==> src/hw/rtl/pps_pkg.sv <==
// Shared types and constants for the preemptive priority scheduler.
// Used by pps_slot_mem, pps_scan_unit and preemptive_priority_scheduler.
`default_nettype none

package pps_pkg;

	// Fixed field widths of the stream beats and config register
	localparam int CMD_W = 2;
	localparam int SLOT_W = 4;
	localparam int PID_W = 8;
	localparam int VAL_W = 16;
	localparam int CNT_W = 5;

	// Bus widths: data packed from bit 0 up, tdata padded to whole bytes
	localparam int S_TDATA_W = 64;
	localparam int S_TUSER_W = 2;
	localparam int M_TDATA_W = 72;
	localparam int M_TUSER_W = 2;

	// Parameter defaults
	localparam int MAX_SLOTS_DEF = 16;
	localparam int TIME_W_DEF = 16;

	// Command codes
	localparam logic [CMD_W-1:0] CMD_LOAD = 2'd0;
	localparam logic [CMD_W-1:0] CMD_TICK = 2'd1;
	localparam logic [CMD_W-1:0] CMD_CLEAR = 2'd2;

	// Sequencer states
	typedef enum logic [2:0] {
		ST_IDLE,
		ST_APPLY,
		ST_SCAN,
		ST_DRAIN,
		ST_UPDATE,
		ST_EMIT
	} state_t;

	// Slot table control from the sequencer
	typedef struct packed {
		logic rd_en;
		logic load_we;
		logic rem_we;
		logic clear_all;
	} mem_ctrl_t;

	// Winner of a scan pass
	typedef struct packed {
		logic found;
		logic [PID_W-1:0] pid;
		logic [VAL_W-1:0] arrival;
		logic [VAL_W-1:0] burst;
		logic [VAL_W-1:0] rem;
	} scan_best_t;

endpackage

`default_nettype wire

==> src/hw/rtl/pps_slot_mem.sv <==
// Process slot table: pid, arrival, burst, priority and remaining work.
// One write port, one registered read port; depends on pps_pkg.
`default_nettype none

module pps_slot_mem import pps_pkg::*; #(
	parameter int MAX_SLOTS = MAX_SLOTS_DEF,
	localparam int SW = $clog2(MAX_SLOTS)
) (
	input  wire logic             clk,
	input  wire logic             arst_n,
	input  wire mem_ctrl_t        ctrl,
	input  wire logic [SW-1:0]    wr_addr,
	input  wire logic [PID_W-1:0] wr_pid,
	input  wire logic [VAL_W-1:0] wr_arrival,
	input  wire logic [VAL_W-1:0] wr_burst,
	input  wire logic [VAL_W-1:0] wr_prio,
	input  wire logic [VAL_W-1:0] wr_rem,
	input  wire logic [SW-1:0]    rd_addr,
	output logic [PID_W-1:0]      rd_pid,
	output logic [VAL_W-1:0]      rd_arrival,
	output logic [VAL_W-1:0]      rd_burst,
	output logic [VAL_W-1:0]      rd_prio,
	output logic [VAL_W-1:0]      rd_rem
);

	logic [PID_W-1:0] pid_mem [MAX_SLOTS];
	logic [VAL_W-1:0] arr_mem [MAX_SLOTS];
	logic [VAL_W-1:0] burst_mem [MAX_SLOTS];
	logic [VAL_W-1:0] prio_mem [MAX_SLOTS];
	logic [VAL_W-1:0] rem_mem [MAX_SLOTS];

	// Remaining work reads as zero until a slot is loaded
	logic [MAX_SLOTS-1:0] vld_q;
	logic vld_s1;
	logic [VAL_W-1:0] rem_s1;

	// Table writes
	always_ff @(posedge clk) begin
		if (ctrl.load_we) begin
			pid_mem[wr_addr] <= wr_pid;
			arr_mem[wr_addr] <= wr_arrival;
			burst_mem[wr_addr] <= wr_burst;
			prio_mem[wr_addr] <= wr_prio;
		end
		if (ctrl.rem_we) begin
			rem_mem[wr_addr] <= wr_rem;
		end
	end

	// Registered read
	always_ff @(posedge clk) begin
		if (ctrl.rd_en) begin
			rd_pid <= pid_mem[rd_addr];
			rd_arrival <= arr_mem[rd_addr];
			rd_burst <= burst_mem[rd_addr];
			rd_prio <= prio_mem[rd_addr];
			rem_s1 <= rem_mem[rd_addr];
		end
	end

	// Valid bits, cleared at once by reset or a clear beat
	always_ff @(posedge clk or negedge arst_n) begin
		if (!arst_n) begin
			vld_q <= '0;
			vld_s1 <= 1'b0;
		end else begin
			if (ctrl.clear_all) begin
				vld_q <= '0;
			end else if (ctrl.rem_we) begin
				vld_q[wr_addr] <= 1'b1;
			end
			if (ctrl.rd_en) begin
				vld_s1 <= vld_q[rd_addr];
			end
		end
	end

	assign rd_rem = vld_s1 ? rem_s1 : '0;

endmodule

`default_nettype wire

==> src/hw/rtl/pps_scan_unit.sv <==
// Compare-and-select unit: takes one slot per cycle and keeps the best
// eligible slot and a count of slots with work left; depends on pps_pkg.
`default_nettype none

module pps_scan_unit import pps_pkg::*; #(
	parameter int MAX_SLOTS = MAX_SLOTS_DEF,
	parameter int TIME_WIDTH = TIME_W_DEF,
	localparam int SW = $clog2(MAX_SLOTS),
	localparam int NW = $clog2(MAX_SLOTS + 1),
	localparam int CW = (TIME_WIDTH > VAL_W) ? TIME_WIDTH : VAL_W
) (
	input  wire logic                  clk,
	input  wire logic                  arst_n,
	input  wire logic                  start,
	input  wire logic                  in_valid,
	input  wire logic [SW-1:0]         in_idx,
	input  wire logic [PID_W-1:0]      in_pid,
	input  wire logic [VAL_W-1:0]      in_arrival,
	input  wire logic [VAL_W-1:0]      in_burst,
	input  wire logic [VAL_W-1:0]      in_prio,
	input  wire logic [VAL_W-1:0]      in_rem,
	input  wire logic [TIME_WIDTH-1:0] now,
	output scan_best_t                 best,
	output logic [SW-1:0]              best_idx,
	output logic [NW-1:0]              nz_cnt
);

	logic found_q;
	logic [NW-1:0] nz_q;
	logic [SW-1:0] idx_q;
	logic [PID_W-1:0] pid_q;
	logic [VAL_W-1:0] arr_q;
	logic [VAL_W-1:0] burst_q;
	logic [VAL_W-1:0] prio_q;
	logic [VAL_W-1:0] rem_q;
	logic has_work;
	logic eligible;
	logic take;

	// Arrived with work left; strict less-than keeps ties on the lower slot
	assign has_work = (in_rem != '0);
	assign eligible = (CW'(in_arrival) <= CW'(now)) && has_work;
	assign take = in_valid && eligible && (!found_q || (in_prio < prio_q));

	// Control: found flag and nonzero count
	always_ff @(posedge clk or negedge arst_n) begin
		if (!arst_n) begin
			found_q <= 1'b0;
			nz_q <= '0;
		end else if (start) begin
			found_q <= 1'b0;
			nz_q <= '0;
		end else if (in_valid) begin
			if (take) begin
				found_q <= 1'b1;
			end
			if (has_work) begin
				nz_q <= nz_q + NW'(1);
			end
		end
	end

	// Winner payload
	always_ff @(posedge clk) begin
		if (take) begin
			idx_q <= in_idx;
			pid_q <= in_pid;
			arr_q <= in_arrival;
			burst_q <= in_burst;
			prio_q <= in_prio;
			rem_q <= in_rem;
		end
	end

	assign best.found = found_q;
	assign best.pid = pid_q;
	assign best.arrival = arr_q;
	assign best.burst = burst_q;
	assign best.rem = rem_q;
	assign best_idx = idx_q;
	assign nz_cnt = nz_q;

endmodule

`default_nettype wire

==> src/hw/rtl/preemptive_priority_scheduler.sv <==
// Preemptive priority scheduler, top level: sequencer, time counter and
// output register; depends on pps_pkg, pps_slot_mem and pps_scan_unit.
//
// Each input beat (load, tick or clear) yields one output beat. Once a beat
// is accepted the sequencer steps through apply, scan, drain, update and
// emit, skipping scan and drain when the number of counted slots
// (process_count, capped at MAX_SLOTS) is zero: the scan reads one slot per
// cycle through the slot table's single read port and feeds it to one
// compare-and-select unit. s_tready is high only while the sequencer is
// idle; a finished result may still wait in the output register while the
// next beat is accepted, and a result that cannot leave holds the sequencer
// until the output register frees up. Config writes are taken in any cycle
// and are meant to happen only while the block is idle.
`default_nettype none

module preemptive_priority_scheduler import pps_pkg::*; #(
	parameter int MAX_SLOTS = MAX_SLOTS_DEF,
	parameter int TIME_WIDTH = TIME_W_DEF
) (
	input  wire logic                 clk,
	input  wire logic                 arst_n,
	// process_count
	input  wire logic                 cfg_valid,
	output logic                      cfg_ready,
	input  wire logic [CNT_W-1:0]     cfg_data,
	input  wire logic                 s_tvalid,
	output logic                      s_tready,
	// slot[3:0], proc_id[11:4], arrival[27:12], burst[43:28], prio[59:44]
	input  wire logic [S_TDATA_W-1:0] s_tdata,
	// cmd[1:0]
	input  wire logic [S_TUSER_W-1:0] s_tuser,
	output logic                      m_tvalid,
	input  wire logic                 m_tready,
	// running_pid[7:0], tick_start[23:8], completion_time[39:24],
	// turnaround[55:40], waiting[71:56]
	output logic [M_TDATA_W-1:0]      m_tdata,
	// finished[0], all_done[1]
	output logic [M_TUSER_W-1:0]      m_tuser
);

	localparam int SW = $clog2(MAX_SLOTS);
	localparam int NW = $clog2(MAX_SLOTS + 1);
	localparam int CW = (TIME_WIDTH > VAL_W) ? TIME_WIDTH : VAL_W;

	state_t state_q, state_d;

	logic [CNT_W-1:0] pcount_q;
	logic [TIME_WIDTH-1:0] now_q;
	logic [TIME_WIDTH-1:0] now_inc;

	// Latched input beat
	logic [CMD_W-1:0] cmd_q;
	logic [SLOT_W-1:0] slot_q;
	logic [PID_W-1:0] pid_q;
	logic [VAL_W-1:0] arr_q;
	logic [VAL_W-1:0] burst_q;
	logic [VAL_W-1:0] prio_q;

	// Scan bookkeeping
	logic [NW-1:0] n_q;
	logic [NW-1:0] idx_q;
	logic scan_vld_s1;
	logic [SW-1:0] idx_s1;
	logic scan_start;
	logic slot_ok;
	logic s_accept;

	// Result staging
	logic [PID_W-1:0] res_pid_q;
	logic [VAL_W-1:0] res_start_q;
	logic res_fin_q;
	logic [VAL_W-1:0] res_ct_q;
	logic [CW-1:0] tat_q;
	logic res_done_q;
	logic [CW-1:0] wt;
	logic fin_now;
	logic out_load;

	// Output register
	logic m_tvalid_q;
	logic [M_TDATA_W-1:0] m_tdata_q;
	logic [M_TUSER_W-1:0] m_tuser_q;

	// Table and scan unit signals
	mem_ctrl_t mem_ctrl;
	logic [SW-1:0] wr_addr;
	logic [VAL_W-1:0] wr_rem;
	logic [PID_W-1:0] rd_pid;
	logic [VAL_W-1:0] rd_arrival;
	logic [VAL_W-1:0] rd_burst;
	logic [VAL_W-1:0] rd_prio;
	logic [VAL_W-1:0] rd_rem;
	scan_best_t best;
	logic [SW-1:0] best_idx;
	logic [NW-1:0] nz_cnt;

	assign cfg_ready = 1'b1;
	assign s_accept = s_tvalid && s_tready;
	assign slot_ok = (int'(slot_q) < MAX_SLOTS);
	assign now_inc = (now_q == '1) ? now_q : now_q + TIME_WIDTH'(1);
	assign fin_now = best.found && (best.rem == VAL_W'(1));
	assign out_load = (state_q == ST_EMIT) && (!m_tvalid_q || m_tready);

	// Waiting time, zero unless the beat finishes a process, and held at zero if saturated time makes it negative
	always_comb begin
		wt = '0;
		if (res_fin_q && (tat_q >= CW'(best.burst))) begin
			wt = tat_q - CW'(best.burst);
		end
	end

	pps_slot_mem #(
		.MAX_SLOTS(MAX_SLOTS)
	) u_mem (
		.clk       (clk),
		.arst_n    (arst_n),
		.ctrl      (mem_ctrl),
		.wr_addr   (wr_addr),
		.wr_pid    (pid_q),
		.wr_arrival(arr_q),
		.wr_burst  (burst_q),
		.wr_prio   (prio_q),
		.wr_rem    (wr_rem),
		.rd_addr   (idx_q[SW-1:0]),
		.rd_pid    (rd_pid),
		.rd_arrival(rd_arrival),
		.rd_burst  (rd_burst),
		.rd_prio   (rd_prio),
		.rd_rem    (rd_rem)
	);

	pps_scan_unit #(
		.MAX_SLOTS (MAX_SLOTS),
		.TIME_WIDTH(TIME_WIDTH)
	) u_scan (
		.clk       (clk),
		.arst_n    (arst_n),
		.start     (scan_start),
		.in_valid  (scan_vld_s1),
		.in_idx    (idx_s1),
		.in_pid    (rd_pid),
		.in_arrival(rd_arrival),
		.in_burst  (rd_burst),
		.in_prio   (rd_prio),
		.in_rem    (rd_rem),
		.now       (now_q),
		.best      (best),
		.best_idx  (best_idx),
		.nz_cnt    (nz_cnt)
	);

	// State register
	always_ff @(posedge clk or negedge arst_n) begin
		if (!arst_n) begin
			state_q <= ST_IDLE;
		end else begin
			state_q <= state_d;
		end
	end

	// Next state and table control
	always_comb begin
		state_d = state_q;
		mem_ctrl = '0;
		s_tready = 1'b0;
		scan_start = 1'b0;
		wr_addr = best_idx;
		wr_rem = best.rem - VAL_W'(1);
		case (state_q)
			ST_IDLE: begin
				s_tready = 1'b1;
				if (s_tvalid) begin
					state_d = ST_APPLY;
				end
			end
			ST_APPLY: begin
				wr_addr = SW'(slot_q);
				wr_rem = burst_q;
				if (cmd_q == CMD_LOAD && slot_ok) begin
					mem_ctrl.load_we = 1'b1;
					mem_ctrl.rem_we = 1'b1;
				end
				if (cmd_q == CMD_CLEAR) begin
					mem_ctrl.clear_all = 1'b1;
				end
				scan_start = 1'b1;
				state_d = (n_q == '0) ? ST_UPDATE : ST_SCAN;
			end
			ST_SCAN: begin
				mem_ctrl.rd_en = 1'b1;
				if (idx_q == n_q - NW'(1)) begin
					state_d = ST_DRAIN;
				end
			end
			ST_DRAIN: begin
				state_d = ST_UPDATE;
			end
			ST_UPDATE: begin
				if (cmd_q == CMD_TICK && best.found) begin
					mem_ctrl.rem_we = 1'b1;
				end
				state_d = ST_EMIT;
			end
			ST_EMIT: begin
				if (out_load) begin
					state_d = ST_IDLE;
				end
			end
			default: begin
				state_d = ST_IDLE;
			end
		endcase
	end

	// Control registers: config, time, scan index, output valid
	always_ff @(posedge clk or negedge arst_n) begin
		if (!arst_n) begin
			pcount_q <= '0;
			now_q <= '0;
			idx_q <= '0;
			scan_vld_s1 <= 1'b0;
			m_tvalid_q <= 1'b0;
		end else begin
			if (cfg_valid && cfg_ready) begin
				pcount_q <= cfg_data;
			end
			if (state_q == ST_APPLY && cmd_q == CMD_CLEAR) begin
				now_q <= '0;
			end else if (state_q == ST_UPDATE && cmd_q == CMD_TICK) begin
				now_q <= now_inc;
			end
			if (state_q == ST_APPLY) begin
				idx_q <= '0;
			end else if (state_q == ST_SCAN) begin
				idx_q <= idx_q + NW'(1);
			end
			scan_vld_s1 <= mem_ctrl.rd_en;
			if (out_load) begin
				m_tvalid_q <= 1'b1;
			end else if (m_tready) begin
				m_tvalid_q <= 1'b0;
			end
		end
	end

	// Input beat capture
	always_ff @(posedge clk) begin
		if (s_accept) begin
			cmd_q <= s_tuser[1:0];
			slot_q <= s_tdata[3:0];
			pid_q <= s_tdata[11:4];
			arr_q <= s_tdata[27:12];
			burst_q <= s_tdata[43:28];
			prio_q <= s_tdata[59:44];
			n_q <= (int'(pcount_q) > MAX_SLOTS) ? NW'(MAX_SLOTS) : NW'(pcount_q);
		end
		idx_s1 <= idx_q[SW-1:0];
	end

	// Result staging after the scan
	always_ff @(posedge clk) begin
		if (state_q == ST_UPDATE) begin
			res_pid_q <= '0;
			res_start_q <= '0;
			res_fin_q <= 1'b0;
			res_ct_q <= '0;
			tat_q <= '0;
			res_done_q <= (nz_cnt == '0);
			if (cmd_q == CMD_TICK) begin
				res_start_q <= VAL_W'(now_q);
				if (best.found) begin
					res_pid_q <= best.pid;
				end
				if (fin_now) begin
					res_fin_q <= 1'b1;
					res_ct_q <= VAL_W'(now_inc);
					tat_q <= CW'(now_inc) - CW'(best.arrival);
					res_done_q <= (nz_cnt == NW'(1));
				end
			end
		end
	end

	// Output register load
	always_ff @(posedge clk) begin
		if (out_load) begin
			m_tdata_q <= {VAL_W'(wt), VAL_W'(tat_q), res_ct_q, res_start_q, res_pid_q};
			m_tuser_q <= {res_done_q, res_fin_q};
		end
	end

	assign m_tvalid = m_tvalid_q;
	assign m_tdata = m_tdata_q;
	assign m_tuser = m_tuser_q;

endmodule

`default_nettype wire
==> config.mk <==
export PLATFORM = sky130hd
export DESIGN_NAME = preemptive_priority_scheduler
export DESIGN_NICKNAME = d
export VERILOG_FILES = /design/src/hw/rtl/pps_pkg.sv /design/src/hw/rtl/pps_slot_mem.sv /design/src/hw/rtl/pps_scan_unit.sv /design/src/hw/rtl/preemptive_priority_scheduler.sv
export SDC_FILE = /design/constraint.sdc
export NUM_CORES = 2
export LEC_CHECK = 0
export BUFFER_PORTS_ARGS = -buffer_cell sky130_fd_sc_hd__buf_2
export CORE_MARGIN = 2
export CORE_UTILIZATION = 56
export CTS_CLUSTER_DIAMETER = 150
export DETAILED_ROUTE_END_ITERATION = 8
export PLACE_DENSITY = 0.81
export SYNTH_ARGS = -nofsm -noshare
export SYNTH_HDL_FRONTEND = slang
export SYNTH_SLANG_ARGS = --single-unit
==> constraint.sdc <==
create_clock -name clk -period 7.4 [get_ports clk]
set_input_delay 0.37 -clock clk [delete_from_list [all_inputs] [get_ports clk]]
set_output_delay 0.37 -clock clk [all_outputs]
set_load 0.1 [all_outputs]
==> results.md <==
- Synth-to-layout area growth: 13.6%
- Die H: 331 um
- Slowest cell on crit path: nand3_1
- Layout cell share with drive strength beyond 1: 26.0%
- RSZ-0062 raised after global routing: no
- Pleak: 22.1 nW
- Pre-CTS setup slack: 3.13 ns
- Synth top cells by count: 1499 x edfxtp_1, 365 x mux4_2, 100 x nor2_1
- Worst-path clk slew: 0.06 ns
- Max Slew Vio Count: 0
- Outcome: complete, no violations
- Crit-path max FO: 13
- Post-synthesis async set-or-reset flop share: 3.47%
- Insertion delay to the later sink of the worst-skew pair: 0.77 ns
- Top-count cell post-synth: edfxtp_1
- R2R depth: 14
- Io pins: 153
- Sw Ratio: 27.0%
- H-tree lvl count: 4
- Power Dens Cells: 338 nW/um^2
- First-pass detailed-route iteration total: 6
- Clock power share: 31.8%
- Residual DRC: 0
- Hold worst-path end: state_q[0]
- Vias in the first global route: 30843
- Synth Instances: 2782
- Post-CTS Setup Bufs: 0
- Area of the multi-input gates: 12900 sq um
- Die width: 331 um
- DR WL/cell: 30.2 um
- Reg-to-Reg End: tat_q[14]
- Vias/cell: 6.42
- Post-DP HPWL: 73400 um
- Final #Nets: 3259
- FF/Latch Area: 46500 sq um
- Worst reg-to-reg setup slack: 3.08 ns
- RR Startpoint: now_q[6]
- Fin crit period: 4.32 ns
- Worst Path Required: 7.89 ns
- First-pass GRT wire length: 208000 um
- Synth area leaders: edfxtp_1 75%, mux4_2 14%, dfrtp_1 2.3%, ha_1 1.5%, nor2_1 0.63%
- CP startpoint kind: flip-flop
- Pin count of the biggest net entering global routing: 119
- Syn_area_per_cell: 21.6 sq um
- Cells on Worst Hold Path: 5
- Root Driver: clkbuf_16
- Setup TNS: 0 ns
- Post-cts repair resize count: 0
- Net Count, Synth: 2930
- Number of flops mapped to enable cells by yosys: 1499
- HP Class: in2reg
- Row count: 120
- Number of DRC markers in iteration 0: 3915
- Peak Freq: 231 MHz
- CTS Buf Count: 149
- Comb pwr share: 18.2%
- Die footprint: 110000 sq um
- WL final: 140000 um
- Seq cells post-synth: 1557
- Yosys warns: 0
- Final Hold Viols: 0
- Initial core utilization: 56.3%
- Slew margin rel.: 15.3%
- Hold Startpoint: s_tvalid
- CP Data Arrival Time: 4.81 ns
- Longest Clk Path Bufs: 3
- Final worst slack: 3.08 ns
- Worst vdd ir: 0.209 mV
- # diodes: 0
- Cell chain of the critical path: nand4_1 > nor4_2 > nand3_1 > xnor2_1 > ha_1 > inv_1 > fa_1 > a21o_1 > a21oi_1 > nor2b_1 > o21ai_0 > nand2_1 > a311oi_1 > mux2i_1
- Final Cycle Share: 58.4%
- Clk sink count: 1557
- Reg power frac: 50.0%
- Global Route Usage Sum: 26.1%
- DR vias: 29730
- Post-synth top flop: edfxtp_1
- CP max stage delay: 0.49 ns
- CTS tree: yes
- Cell taking the most area after synthesis: edfxtp_1
- Least-Margin Pin Slew: 1.27 ns
- Final GP Congestion: 0.864
- Post-route ant nets: 0
- Fill cell count: 6671
- Final setup viols: 0
- Int Pwr: 16.8 mW
- Share of the synthesized area in the top cell type: 75.0%
- Setup CP Type: reg2reg
- Port bufs: 147
- Post-synthesis sequential area ratio: 77.4%
- Net Sw Power: 6.23 mW
- Area of the mapped netlist: 60000 sq um
- Worst Setup End Kind: flip-flop
- Initial antenna violation count: 4
- Overflow after GRT: 0
- Netlist cell types: 70
- Core region area: 107000 sq um
- Setup Skew: 0.0281 ns
- Max cap viols: 0
## stage by stage
step / utilization (%) / std cells / cell area [sq um] / power [mW] / hold slack (ns)
after detailed placement: 58.9 / 4289 / 62800 / 15.8 / 0.395
after CTS: 63.9 / 4629 / 68200 / 23.1 / 0.0302
after global placement: 58.9 / 4289 / 62800 / 15.5 / 0.387
after floorplan: - / 2782 / 60000 / 14.5 / 0.0744
final: 63.9 / 4629 / 68200 / 23.0 / 0.0621
after global routing: 63.9 / 4629 / 68200 / 23.8 / 0.102
## worst max-delay path by stage
stage / start / end / slack [ns]
floorplan: now_q[9] / u_scan.arr_q[0] / 2.35
finish: now_q[6] / tat_q[14] / 3.08
detailed placement: now_q[6] / tat_q[14] / 3.13
global placement: now_q[6] / tat_q[14] / 3.23
global route: now_q[6] / tat_q[14] / 2.65
CTS: now_q[6] / tat_q[14] / 3.10
## final cells by class
type / instances / share of cell area, %
Tap cell: 1403 / 2.58
Multi-Input combinational cell: 1024 / 18.9
Inverter: 91 / 0.501
Clock inverter: 74 / 1.00
Sequential cell: 1557 / 68.2
Clock buffer: 192 / 5.84
Timing Repair Buffer: 288 / 2.98
## registers in the layout, summed over array words and instances (netlist names), 72 cells and up
signal and flops:
u_mem.pid_mem 128, u_mem.prio_mem 256, u_mem.rem_mem 256, u_mem.burst_mem 256, u_mem.arr_mem 256, m_tdata 72
## routing by layer
metal	part of all wire, %	vias up	track usage, %
met3	9.7	359	5.26
met2	50	1973	43.5
li1	-	12051	-
met5	0.029	-	0
met1	36	15341	34.7
met4	3.6	6	9.53
## critical path: cells and delay by family (launching register included)
kind	cells	cell delay, ns
adders and majority gates	2	0.64
DFF	1	0.47
xor gates and xnor gates	1	0.39
and+or+nand+nor	5	1.33
buffers and inverters	1	0.06
muxes	1	0.12
AOI/OAI and AO/OA	4	1.03
## cells in the final DEF (no fill, tap or decap), drive strengths merged, types with 23 or more instances in the layout
cell         instances
dlygate4sd3         74
a21o                23
clkinv              54
xor2                25
ha                  70
xnor2               39
o21ai               47
nand2               48
buf                214
and2                45
nand3               27
inv                 95
clkbuf             192
a21oi               36
edfxtp            1499
mux4               365
dfrtp               54
nor2               111
## cell families after synthesis
logic type / share of synthesized area (%)
compound gates: 1.97
buf+inv: 1.37
other cells: 0.00625
fa+ha+maj: 1.53
simple gates: 2.90
mux: 13.9
flops: 77.4
xor+xnor: 0.934
## power by group through the flow
stage / Clock [mW] / Sequential, mW / Combinational (mW)
after global placement: 0 / 11.6 / 3.96
after floorplan: 0 / 11.5 / 2.96
after CTS: 7.40 / 11.5 / 4.23
after detailed placement: 0 / 11.7 / 4.10
after global routing: 7.74 / 11.6 / 4.45
final: 7.31 / 11.5 / 4.20
## timing repair
action | in CTS | in global routing
hold buffers | 74 | 0
endpoints found under the setup margin | 0 | 0
hold endpoints to repair | 122 | 0
No activity file was read; power rests on OpenSTA's default activity.
